## src/rtl/core/iphp_pkg.sv

```systemverilog
// Shared types and constants for the IP / transport header parser
package iphp_pkg;

   localparam int IP_BYTES = 40;
   localparam int TP_BYTES = 20;
   localparam int V4_MIN   = 20;
   localparam int V6_LEN   = 40;
   localparam int TCP_MIN  = 20;
   localparam int UDP_LEN  = 8;

   localparam logic [7:0] PROTO_TCP = 8'd6;
   localparam logic [7:0] PROTO_UDP = 8'd17;
   localparam logic [3:0] VER_V4    = 4'd4;
   localparam logic [3:0] VER_V6    = 4'd6;

   typedef enum logic [4:0] {
      KIND_STATUS      = 5'd0,
      KIND_VERSION     = 5'd1,
      KIND_IP_HDR_LEN  = 5'd2,
      KIND_TOTAL_LEN   = 5'd3,
      KIND_ID          = 5'd4,
      KIND_DF          = 5'd5,
      KIND_MF          = 5'd6,
      KIND_FRAG_OFF    = 5'd7,
      KIND_IS_FRAG     = 5'd8,
      KIND_TTL         = 5'd9,
      KIND_PROTO       = 5'd10,
      KIND_SRC_HI      = 5'd11,
      KIND_SRC_LO      = 5'd12,
      KIND_DST_HI      = 5'd13,
      KIND_DST_LO      = 5'd14,
      KIND_SRC_PORT    = 5'd15,
      KIND_DST_PORT    = 5'd16,
      KIND_TCP_SEQ     = 5'd17,
      KIND_TCP_ACK     = 5'd18,
      KIND_TCP_HDR_LEN = 5'd19,
      KIND_TCP_FLAGS   = 5'd20,
      KIND_TCP_WINDOW  = 5'd21,
      KIND_TCP_URGENT  = 5'd22,
      KIND_TCP_OPT_LEN = 5'd23,
      KIND_UDP_LEN     = 5'd24,
      KIND_UDP_CSUM    = 5'd25,
      KIND_PAYLOAD_OFF = 5'd26,
      KIND_PAYLOAD_LEN = 5'd27
   } kind_type;

   // captured header of one packet; byte i of each header sits at index i
   typedef struct packed {
      logic [IP_BYTES-1:0][7:0] ip_hdr;
      logic [TP_BYTES-1:0][7:0] tp_hdr;
      logic [15:0]              pkt_len;
   } snap_type;

endpackage

```

## src/rtl/core/iphp_queue.sv

```systemverilog
// Small register FIFO between the capture and emission sides
module iphp_queue #(
   parameter int WIDTH = 8,
   parameter int DEPTH = 2
) (
   input  logic             clock,
   input  logic             reset,
   input  logic             push,
   input  logic [WIDTH-1:0] push_data,
   output logic             full,
   input  logic             pop,
   output logic             head_valid,
   output logic [WIDTH-1:0] head_data
);

   localparam int AW = (DEPTH > 1) ? $clog2(DEPTH) : 1;
   localparam int CW = $clog2(DEPTH + 1);

   logic [DEPTH-1:0][WIDTH-1:0] mem_ff;
   logic [AW-1:0]               wr_ptr_ff, wr_ptr_in;
   logic [AW-1:0]               rd_ptr_ff, rd_ptr_in;
   logic [CW-1:0]               count_ff, count_in;
   logic                        do_push, do_pop;

   assign full       = (count_ff == CW'(DEPTH));
   assign head_valid = (count_ff != '0);
   assign head_data  = mem_ff[rd_ptr_ff];

   always_comb begin
      do_push   = push && !full;
      do_pop    = pop && head_valid;
      wr_ptr_in = wr_ptr_ff;
      rd_ptr_in = rd_ptr_ff;
      count_in  = count_ff;
      if (do_push) begin
         wr_ptr_in = (wr_ptr_ff == AW'(DEPTH - 1)) ? '0 : wr_ptr_ff + AW'(1);
      end
      if (do_pop) begin
         rd_ptr_in = (rd_ptr_ff == AW'(DEPTH - 1)) ? '0 : rd_ptr_ff + AW'(1);
      end
      if (do_push && !do_pop) begin
         count_in = count_ff + CW'(1);
      end else if (do_pop && !do_push) begin
         count_in = count_ff - CW'(1);
      end
   end

   always_ff @(posedge clock) begin
      if (reset) begin
         wr_ptr_ff <= '0;
         rd_ptr_ff <= '0;
         count_ff  <= '0;
      end else begin
         wr_ptr_ff <= wr_ptr_in;
         rd_ptr_ff <= rd_ptr_in;
         count_ff  <= count_in;
      end
   end

   always_ff @(posedge clock) begin
      if (do_push) begin
         mem_ff[wr_ptr_ff] <= push_data;
      end
   end

endmodule

```

## src/rtl/core/iphp_front.sv

```systemverilog
// Byte capture: packet length count and header byte capture per packet
module iphp_front
   import iphp_pkg::*;
#(
   parameter int HEADER_BYTES = 128
) (
   input  logic       clock,
   input  logic       reset,
   input  logic       req_valid,
   output logic       req_stall,
   input  logic [7:0] req_packet_byte,
   input  logic       req_end_of_packet,
   input  logic       q_full,
   output logic       q_push,
   output snap_type   q_data
);

   logic [15:0]              count_ff, count_in;
   logic [5:0]               tbase_ff, tbase_in;
   logic [IP_BYTES-1:0][7:0] ip_ff, ip_in;
   logic [TP_BYTES-1:0][7:0] tp_ff, tp_in;
   logic                     accept;
   logic [15:0]              len_next;
   logic [15:0]              tp_off;
   logic [7:0]               wr_byte;

   assign req_stall = q_full;

   always_comb begin
      accept   = req_valid && !q_full;
      len_next = (count_ff == 16'hFFFF) ? count_ff : count_ff + 16'd1;
      // bytes past the store read as zero
      wr_byte  = (count_ff < 16'(HEADER_BYTES)) ? req_packet_byte : 8'd0;
      tp_off   = count_ff - {10'd0, tbase_ff};
      ip_in    = ip_ff;
      tp_in    = tp_ff;
      count_in = count_ff;
      tbase_in = tbase_ff;
      if (accept) begin
         if (count_ff < 16'(IP_BYTES)) begin
            ip_in[count_ff[5:0]] = wr_byte;
         end
         if (count_ff >= {10'd0, tbase_ff} && tp_off < 16'(TP_BYTES)) begin
            tp_in[tp_off[4:0]] = wr_byte;
         end
         if (count_ff == '0) begin
            tbase_in = (req_packet_byte[7:4] == VER_V6) ? 6'(V6_LEN)
                                                         : {req_packet_byte[3:0], 2'b00};
         end
         count_in = req_end_of_packet ? 16'd0 : len_next;
      end
      q_push         = accept && req_end_of_packet;
      q_data.ip_hdr  = ip_in;
      q_data.tp_hdr  = tp_in;
      q_data.pkt_len = len_next;
   end

   always_ff @(posedge clock) begin
      if (reset) begin
         count_ff <= '0;
         tbase_ff <= '0;
      end else begin
         count_ff <= count_in;
         tbase_ff <= tbase_in;
      end
   end

   always_ff @(posedge clock) begin
      ip_ff <= ip_in;
      tp_ff <= tp_in;
   end

endmodule

```

## src/rtl/core/iphp_back.sv

```systemverilog
// Header checks and record emission for one queued packet at a time
module iphp_back
   import iphp_pkg::*;
(
   input  logic        clock,
   input  logic        reset,
   input  logic        q_valid,
   input  snap_type    q_data,
   output logic        q_pop,
   output logic        rsp_valid,
   input  logic        rsp_stall,
   output logic [4:0]  rsp_record_kind,
   output logic [63:0] rsp_record_value,
   output logic        rsp_last_record
);

   typedef enum logic {
      ST_CHECK,
      ST_EMIT
   } state_type;

   typedef enum logic [1:0] {
      CLS_OTHER,
      CLS_TCP,
      CLS_UDP
   } cls_type;

   function automatic logic [63:0] ip_be(input logic [IP_BYTES-1:0][7:0] h,
                                         input int unsigned first,
                                         input int unsigned n);
      logic [63:0] acc;
      acc = '0;
      for (int unsigned k = 0; k < 8; k++) begin
         if (k < n) begin
            acc = {acc[55:0], h[6'(first + k)]};
         end
      end
      return acc;
   endfunction

   function automatic logic [63:0] tp_be(input logic [TP_BYTES-1:0][7:0] h,
                                         input int unsigned first,
                                         input int unsigned n);
      logic [63:0] acc;
      acc = '0;
      for (int unsigned k = 0; k < 8; k++) begin
         if (k < n) begin
            acc = {acc[55:0], h[5'(first + k)]};
         end
      end
      return acc;
   endfunction

   state_type   state_ff;
   kind_type    kind_ff, next_kind;
   logic        ok_ff;
   cls_type     cls_ff;
   logic [5:0]  iphl_ff, thl_ff;
   logic [6:0]  poff_ff;
   logic [15:0] plen_ff;
   logic        rsp_valid_ff, rsp_last_ff;
   kind_type    rsp_kind_ff;
   logic [63:0] rsp_value_ff;

   logic [IP_BYTES-1:0][7:0] ip;
   logic [TP_BYTES-1:0][7:0] tp;
   logic [15:0] len;
   logic [3:0]  ver;
   logic        is_v6;
   logic [5:0]  ihl4, iphl_c, tcp_thl, thl_c;
   logic [7:0]  proto_c;
   logic [15:0] tlen_c, plen_c;
   logic [6:0]  poff_c;
   logic [16:0] total_v6;
   logic        ip_ok, tp_ok, ok_c, has_pay;
   cls_type     cls_c;
   logic        out_free, emit_last;
   logic [63:0] value_c;

   // header checks on the queue head
   always_comb begin
      ip       = q_data.ip_hdr;
      tp       = q_data.tp_hdr;
      len      = q_data.pkt_len;
      ver      = ip[0][7:4];
      is_v6    = (ver == VER_V6);
      ihl4     = {ip[0][3:0], 2'b00};
      iphl_c   = is_v6 ? 6'(V6_LEN) : ihl4;
      proto_c  = is_v6 ? ip[6] : ip[9];
      tlen_c   = len - {10'd0, iphl_c};
      tcp_thl  = {tp[12][7:4], 2'b00};
      total_v6 = 17'(V6_LEN) + {1'b0, ip[4], ip[5]};
      if (ver == VER_V4) begin
         ip_ok = (len >= 16'(V4_MIN)) && (ihl4 >= 6'(V4_MIN)) && ({10'd0, ihl4} <= len);
      end else if (is_v6) begin
         ip_ok = (len >= 16'(V6_LEN));
      end else begin
         ip_ok = 1'b0;
      end
      if (proto_c == PROTO_TCP) begin
         cls_c = CLS_TCP;
         thl_c = tcp_thl;
         tp_ok = (tlen_c >= 16'(TCP_MIN)) && (tcp_thl >= 6'(TCP_MIN))
                 && ({10'd0, tcp_thl} <= tlen_c);
      end else if (proto_c == PROTO_UDP) begin
         cls_c = CLS_UDP;
         thl_c = 6'(UDP_LEN);
         tp_ok = (tlen_c >= 16'(UDP_LEN));
      end else begin
         cls_c = CLS_OTHER;
         thl_c = 6'd0;
         tp_ok = 1'b1;
      end
      ok_c    = ip_ok && tp_ok;
      has_pay = (thl_c != 6'd0) && ({10'd0, thl_c} < tlen_c);
      poff_c  = has_pay ? {1'b0, iphl_c} + {1'b0, thl_c} : 7'd0;
      plen_c  = has_pay ? tlen_c - {10'd0, thl_c} : 16'd0;
   end

   always_comb begin
      unique case (kind_ff)
         KIND_DST_PORT: begin
            if (cls_ff == CLS_TCP) begin
               next_kind = KIND_TCP_SEQ;
            end else if (cls_ff == CLS_UDP) begin
               next_kind = KIND_UDP_LEN;
            end else begin
               next_kind = KIND_PAYLOAD_OFF;
            end
         end
         KIND_TCP_OPT_LEN: next_kind = KIND_PAYLOAD_OFF;
         KIND_UDP_CSUM:    next_kind = KIND_PAYLOAD_OFF;
         default:          next_kind = kind_type'(kind_ff + 5'd1);
      endcase
   end

   always_comb begin
      unique case (kind_ff)
         KIND_STATUS:      value_c = {63'd0, ~ok_ff};
         KIND_VERSION:     value_c = {60'd0, ver};
         KIND_IP_HDR_LEN:  value_c = {58'd0, iphl_ff};
         KIND_TOTAL_LEN:   value_c = is_v6 ? {47'd0, total_v6} : ip_be(ip, 2, 2);
         KIND_ID:          value_c = is_v6 ? 64'd0 : ip_be(ip, 4, 2);
         KIND_DF:          value_c = {63'd0, !is_v6 && ip[6][6]};
         KIND_MF:          value_c = {63'd0, !is_v6 && ip[6][5]};
         KIND_FRAG_OFF:    value_c = is_v6 ? 64'd0 : {48'd0, ip[6][4:0], ip[7], 3'b000};
         KIND_IS_FRAG:     value_c = {63'd0, !is_v6 && (ip[6][5] || (|{ip[6][4:0], ip[7]}))};
         KIND_TTL:         value_c = {56'd0, is_v6 ? ip[7] : ip[8]};
         KIND_PROTO:       value_c = {56'd0, proto_c};
         KIND_SRC_HI:      value_c = is_v6 ? ip_be(ip, 8, 8) : 64'd0;
         KIND_SRC_LO:      value_c = is_v6 ? ip_be(ip, 16, 8) : ip_be(ip, 12, 4);
         KIND_DST_HI:      value_c = is_v6 ? ip_be(ip, 24, 8) : 64'd0;
         KIND_DST_LO:      value_c = is_v6 ? ip_be(ip, 32, 8) : ip_be(ip, 16, 4);
         KIND_SRC_PORT:    value_c = (cls_ff == CLS_OTHER) ? 64'd0 : tp_be(tp, 0, 2);
         KIND_DST_PORT:    value_c = (cls_ff == CLS_OTHER) ? 64'd0 : tp_be(tp, 2, 2);
         KIND_TCP_SEQ:     value_c = tp_be(tp, 4, 4);
         KIND_TCP_ACK:     value_c = tp_be(tp, 8, 4);
         KIND_TCP_HDR_LEN: value_c = {58'd0, thl_ff};
         KIND_TCP_FLAGS:   value_c = {58'd0, tp[13][5:0]};
         KIND_TCP_WINDOW:  value_c = tp_be(tp, 14, 2);
         KIND_TCP_URGENT:  value_c = tp_be(tp, 18, 2);
         KIND_TCP_OPT_LEN: value_c = {58'd0, thl_ff - 6'(TCP_MIN)};
         KIND_UDP_LEN:     value_c = tp_be(tp, 4, 2);
         KIND_UDP_CSUM:    value_c = tp_be(tp, 6, 2);
         KIND_PAYLOAD_OFF: value_c = {57'd0, poff_ff};
         KIND_PAYLOAD_LEN: value_c = {48'd0, plen_ff};
         default:          value_c = 64'd0;
      endcase
   end

   assign out_free  = !rsp_valid_ff || !rsp_stall;
   assign emit_last = !ok_ff || (kind_ff == KIND_PAYLOAD_LEN);
   assign q_pop     = (state_ff == ST_EMIT) && out_free && emit_last;

   always_ff @(posedge clock) begin
      if (reset) begin
         state_ff     <= ST_CHECK;
         kind_ff      <= KIND_STATUS;
         rsp_valid_ff <= 1'b0;
      end else begin
         rsp_valid_ff <= (rsp_valid_ff && rsp_stall) || ((state_ff == ST_EMIT) && out_free);
         unique case (state_ff)
            ST_CHECK: begin
               if (q_valid) begin
                  ok_ff    <= ok_c;
                  cls_ff   <= cls_c;
                  iphl_ff  <= iphl_c;
                  thl_ff   <= thl_c;
                  poff_ff  <= poff_c;
                  plen_ff  <= plen_c;
                  kind_ff  <= KIND_STATUS;
                  state_ff <= ST_EMIT;
               end
            end
            ST_EMIT: begin
               if (out_free) begin
                  rsp_kind_ff  <= kind_ff;
                  rsp_value_ff <= value_c;
                  rsp_last_ff  <= emit_last;
                  if (emit_last) begin
                     state_ff <= ST_CHECK;
                  end else begin
                     kind_ff <= next_kind;
                  end
               end
            end
         endcase
      end
   end

   assign rsp_valid        = rsp_valid_ff;
   assign rsp_record_kind  = rsp_kind_ff;
   assign rsp_record_value = rsp_value_ff;
   assign rsp_last_record  = rsp_last_ff;

endmodule

```

## src/rtl/core/ip_transport_header_parser_unit.sv

```systemverilog
// First record of a packet: final byte pushed into the queue, head checked in ST_CHECK,
// record registered in ST_EMIT. Throughput: one packet byte per cycle while the queue
// is not full; records one per cycle while rsp_stall is low, 1 to 26 per packet.
// A two-entry packet queue sits between capture and emission; capture stalls when full.
// Reset (synchronous): clears byte count, queue, emission state and output valid;
// captured header bytes are not cleared.
module ip_transport_header_parser_unit
   import iphp_pkg::*;
#(
   parameter int HEADER_BYTES = 128
) (
   input  logic        clock,
   input  logic        reset,
   input  logic        req_valid,
   output logic        req_stall,
   input  logic [7:0]  req_packet_byte,
   input  logic        req_end_of_packet,
   output logic        rsp_valid,
   input  logic        rsp_stall,
   output logic [4:0]  rsp_record_kind,
   output logic [63:0] rsp_record_value,
   output logic        rsp_last_record
);

   localparam int SNAP_W = $bits(snap_type);

   snap_type          push_snap, head_snap;
   logic [SNAP_W-1:0] push_vec, head_vec;
   logic              q_push, q_full, q_pop, q_valid;

   iphp_front #(
      .HEADER_BYTES(HEADER_BYTES)
   ) u_front (
      .clock             (clock),
      .reset             (reset),
      .req_valid         (req_valid),
      .req_stall         (req_stall),
      .req_packet_byte   (req_packet_byte),
      .req_end_of_packet (req_end_of_packet),
      .q_full            (q_full),
      .q_push            (q_push),
      .q_data            (push_snap)
   );

   assign push_vec  = push_snap;
   assign head_snap = snap_type'(head_vec);

   iphp_queue #(
      .WIDTH(SNAP_W),
      .DEPTH(2)
   ) u_queue (
      .clock      (clock),
      .reset      (reset),
      .push       (q_push),
      .push_data  (push_vec),
      .full       (q_full),
      .pop        (q_pop),
      .head_valid (q_valid),
      .head_data  (head_vec)
   );

   iphp_back u_back (
      .clock            (clock),
      .reset            (reset),
      .q_valid          (q_valid),
      .q_data           (head_snap),
      .q_pop            (q_pop),
      .rsp_valid        (rsp_valid),
      .rsp_stall        (rsp_stall),
      .rsp_record_kind  (rsp_record_kind),
      .rsp_record_value (rsp_record_value),
      .rsp_last_record  (rsp_last_record)
   );

endmodule

```

## config.mk

```make
export PLATFORM = sky130hd
export DESIGN_NAME = ip_transport_header_parser_unit
export DESIGN_NICKNAME = d
export VERILOG_FILES = /design/src/rtl/core/iphp_pkg.sv /design/src/rtl/core/iphp_queue.sv /design/src/rtl/core/iphp_front.sv /design/src/rtl/core/iphp_back.sv /design/src/rtl/core/ip_transport_header_parser_unit.sv
export SDC_FILE = /design/constraint.sdc
export NUM_CORES = 2
export LEC_CHECK = 0
export ABC_AREA = 1
export BUFFER_PORTS_ARGS = -buffer_cell sky130_fd_sc_hd__buf_4
export CAP_MARGIN = 5
export CORE_ASPECT_RATIO = 1.5
export CORE_MARGIN = 3
export CORE_UTILIZATION = 45
export DETAILED_ROUTE_END_ITERATION = 10
export REMOVE_ABC_BUFFERS = 1
export SLEW_MARGIN = 10
export SYNTH_ARGS = -nofsm -noshare
export SYNTH_HDL_FRONTEND = slang
export SYNTH_SLANG_ARGS = --single-unit
```

## constraint.sdc

```tcl
create_clock -name clock -period 73.1 [get_ports clock]
set_input_delay 14.62 -clock clock [delete_from_list [all_inputs] [get_ports clock]]
set_output_delay 14.62 -clock clock [all_outputs]
set_load 0.005 [all_outputs]
```

# Word-level counts from Yosys, hierarchy flattened
# Cells that the tools add are included.
[op_classes]
add_sub_neg = 12
multipliers = 0
div_mod_pow = 0
order_cmp = 20
eq_ne = 39
shift = 0
n_mux = 54
bitwise_logic = 3
reduce_logical = 45
[op_table]
columns = ["operator", "count"]
rows = [
  ["$pmux 64 s28", 1],
  ["$mux 496", 3],
  ["$bwmux 992", 1],
  ["$mux 320", 2],
  ["$demux 496 s1", 1],
  ["$bwmux 320", 1],
  ["$mux 160", 2],
  ["$mux 64", 4],
  ["$bwmux 160", 1],
  ["$mux 16", 6],
  ["$eq 5x5->1 const B", 12],
  ["$demux 8 s6", 1],
  ["$sub 16x6->16", 3],
  ["$demux 8 s5", 1],
  ["$eq 5x4->1 const B", 8],
  ["$mux 8", 5],
  ["$ge 16x5->1 const B", 2],
  ["$le 6x16->1", 2],
  ["$logic_and 1x1->1", 22],
  ["$eq 5x3->1 const B", 4],
  ["$mux 5", 4],
  ["$pmux 5 s2", 2],
  ["$mux 6", 3],
  ["$add 6x16->17 const A", 1],
  ["other kinds (47)", 81],
]
[totals]
reg_bits = 1613
latchBits = 0
mem_bits_rw = 0
mem_bits_ro = 0
out_inout_bits = 72
memories = 0

# Depth between registers and ports, before layout
[logic_depth]
word_depth = 10
mapped_depth = 28
depth_no_buf = 26

# Cells and area by module
# A second synthesis with hierarchy kept.
[hier_totals]
hier_cells = 6594
area_unflattened_um2 = 66247.3
[by_module_without_submodules]
columns = ["mod", "n_inst", "cells_each", "area_per_inst_um2", "seq_area_each_um2"]
rows = [
  ["iphp_queue", 1, 2625, 36216.0, 29868.6],
  ["iphp_front", 1, 2534, 19827.8, 10009.6],
  ["iphp_back", 1, 1435, 10203.5, 3203.1],
]

# Worst setup path after synthesis
# Ideal clock, no wire load.
[synth_path]
kind = "input to register"
startpoint = "in req_valid"
endpoint = "reg u_queue.mem_ff[496] in the netlist's numbering (enable)"
setup_ps = 1306
arrival_time_ps = 34243
setup_slack_ps = 37551
cell_stages = 4
n_path_buf = 0
path_cell_list = "o21ai_1 > clkinv_1 > nand2_1 > nor2_1"
[synth_via]
elab_chain_len = 3
[synth_lines]
columns = ["element", "line_no", "rtl"]
rows = [
  ["from (decl)", "ip_transport_header_parser_unit.sv:14", "input logic req_valid,"],
  ["$logic_and 1x1->1", "iphp_front.sv:30", "accept = req_valid && !q_full;"],
  ["$logic_and 1x1->1", "iphp_front.sv:52", "q_push = accept && req_end_of_packet;"],
  ["$logic_and 1x1->1", "iphp_queue.sv:30", "do_push = push && !full;"],
  ["to (signal, indexed assignment)", "iphp_queue.sv:62", "mem_ff[wr_ptr_ff] <= push_data;"],
  ["to (decl)", "iphp_queue.sv:19", "logic [DEPTH-1:0][WIDTH-1:0] mem_ff;"],
]
# No other way between the ends.
# A chain may end at the register's enable or synchronous reset.

# Worst setup path in the final report
[layout_path]
startpoint = "in req_valid"
endpoint = "reg u_queue.mem_ff[756] in the netlist's numbering (enable)"
# Same word-level chain as after synthesis.

==> results.tsv <==
metric	value	unit
layout_min_cycle_time	18.08	ns
io_pins	85	
postCtsSetupBuffers	0	
h-tree-depth	4	
startpoint_type	primary input	
yosysMostFrequentCell	nand2_1	
synthMuxAreaShare	6.64	%
yosysUniqueCellTypes	66	
grt_pass1_vias	37400	
synth_area	0.0601	sq mm
nets	5198	
synthAdderAreaFrac	0.925	%
yosysSeqAreaShare	67.7	%
synth-seq-cells	1515	
synth-simple-area-share	14.9	%
postRouteAntennaNets	0	
p_clk_share	41.0	%
core	0.132	sq mm
antenna_found_initial	4	
drt_pass1_iterations	5	
synth_enable_flop_cells	1034	
cts.hold.buffers_added	0	
intPower	1400	uW
cts.sinks	1515	
totalWireLength	172000	um
finalHoldViolations	0	
dieWidth	304	um
fin_ws	55.02	ns
syn_area_per_cell	11.8	sq um
cts.path.max_buffers	3	
grt_setup_unrepaired	no	
dp_worst_setup_slack	54.27	ns
portBuffers	84	
place_congestion	0.901	
switching_share	22.6	%
worstSetupEndpointType	flop	
start_util	45.5	%
worst_hold_path_type	flop to flop	
dieArea	0.138	sq mm
max_slew_margin	23.3	%
p_leak	0.0256	uW
yosysWarnings	0	
grt_pass1_wl	251000	um
path_clk_slew	0.06	ns
synthXorXnorAreaFrac	0.321	%
drtIter0Drc	3418	
async_reset_ff_share	0	%
finalCritPeriodShare	24.7	%
critPathMaxFanout	68	
ir_drop	0.0236	mV
die_h	453	um
finalSetupTns	0	ns
switchingPower	409	uW
max_slew.worst_pin.slew	1.15	ns
grt_max_degree	146	
synth_top_family_by_area	simple AND/OR/NAND/NOR gates	
cts_tree	yes	
worstSetupPathType	primary input to flop	
setup_violations	0	
powerDensity	26.9	mW/mm^2
maxClockFrequency	55.3	MHz
worst_ep_arrival_time	18.44	ns
rows	163	
reg2reg_slack	66.67	ns
track_usage	24.5	%
vias	38800	
root_buffer	clkbuf_16	
syn_inst	5076	
drv_cap	0	
drive_gt1_share	16.0	%
yosysTopAreaCellShare	51.7	%
synthTopCellsByCount	nand2_1, edfxtp_1, dfxtp_1	
seqPwrFrac	52.8	%
cts_resized	0	
dp_hpwl	109000	um
clk_latency	0.77	ns
area_delta_synth_final	11.7	%
p_total	1810	uW
combPwrFrac	6.2	%
clock_skew	0.0330	ns
maxSlewViolCount	0	
status	completed	
routedWlPerCell	24.7	um
fillerInstances	11500	
overflow	0	
cts_buffers	142	
synth-main-ff-cell	edfxtp_1	
synth_compound_area_share	6.16	%
synth.largest_area_cell	edfxtp_1	
drc	0	
cp.required	73.47	ns
ys_top_cells_by_area	edfxtp_1, dfxtp_1, nand2_1	
vias_per_cell	5.54	
whs	0.463	ns
-- path summary, 6_finish.rpt --
path / startpoint / end / depth (start not counted)
max: req_valid / u_queue.mem_ff[756] / 9
min reg2reg: u_front.tp_ff[109] / u_front.tp_ff[109] / 2
min: u_front.tp_ff[109] / u_front.tp_ff[109] / 2
max reg2reg: u_queue.rd_ptr_ff / u_back.plen_ff[7] / 26
-- layout make-up --
class | count | area (sq um) | share of cell area [%]
flip-flops and latches | 1515 | 40700 | 60.7
multi-input cells | 3102 | 17500 | 26.1
clock buffers | 208 | 4130 | 6.16
well taps | 1732 | 2170 | 3.23
repair buffers | 156 | 1230 | 1.84
inverters | 226 | 858 | 1.28
clock inverters | 51 | 520 | 0.776
diodes | 3 | 7.51 | 0.0112
-- state kept, by name, summed over array words and instances (netlist names), 5 cells and up --
name                     cells
u_back.kind_ff               5
u_back.plen_ff              16
u_back.poff_ff               5
u_back.rsp_record_kind       5
u_back.rsp_record_value     64
u_front.count_ff            16
u_front.ip_ff              312
u_front.tp_ff              138
u_queue.mem_ff             932
-- power groups by stage --
stage / Sequential [uW] / Combinational [uW] / Clock, uW
6_report: 955 / 112 / 740
3_5_place_dp: 973 / 112 / 0
3_3_place_gp: 972 / 110 / 0
4_1_cts: 955 / 112 / 753
2_1_floorplan: 991 / 68.7 / 0
5_1_grt: 957 / 122 / 785
-- worst max-delay path, cell delays in order --
cell and delay (ns):
buf_4 0.08, o21ai_2 0.04, buf_4 0.21, clkinv_1 0.18, nand2_1 0.19, nor2_4 0.47, buf_4 0.89, buf_4 0.78
buf_4 0.81
-- metrics by stage --
| step | cell area (sq um) | cells | util (%) |
|---|---|---|---|
| after floorplan | 58900 | 4843 | - |
| after global placement | 62400 | 6731 | 47.3 |
| after detailed placement | 62400 | 6731 | 47.3 |
| after CTS | 67100 | 6990 | 50.8 |
| after global routing | 67100 | 6991 | 50.8 |
| final | 67100 | 6993 | 50.8 |
-- cells by family (layout without fill, tap and decap cells) --
kind of cell,after synthesis,after routing
xor+xnor,22,22
buf+inv,459,641
other cells,0,3
compound gates,589,589
flops,1515,1515
fa+ha+maj,42,42
simple gates,2090,2090
mux,359,359
-- routing by layer --
layer / wire length [um] / vias up / part of all wire [%] / global-route usage [%]
met5: 0 / - / 0 / 0
met4: 9290 / 0 / 5.4 / 12.1
met3: 8650 / 362 / 5.0 / 3.21
met2: 86900 / 1231 / 50 / 42.9
met1: 67600 / 19300 / 39 / 29.8
li1: - / 17900 / - / -
-- layout by cell type (no fill, tap or decap), types with 10 or more instances in the layout --
cell and n:
a2111oi_0 12, a41oi_1 17, clkbuf_16 148, nor2_1 279, nor3_1 34, a221oi_1 23
a21oi_1 167, clkbuf_8 20, o22ai_1 12, mux2i_1 43, o31ai_1 15, nor2_2 36
xor2_1 18, a211oi_1 19, clkinv_2 23, o211ai_1 50, edfxtp_1 1034, a31oi_1 11
clkbuf_1 40, ha_1 38, buf_4 151, o21ai_0 163, a22o_1 30, nor4_1 21
nand4_1 31, inv_1 207, nand2_2 11, a21o_1 10, clkinv_1 14, dfxtp_1 480
nor2_4 45, nand2_1 1340, or2_2 37, mux2_2 312, nand3_1 214, inv_2 12
No activity file was read; power rests on OpenSTA's default activity.
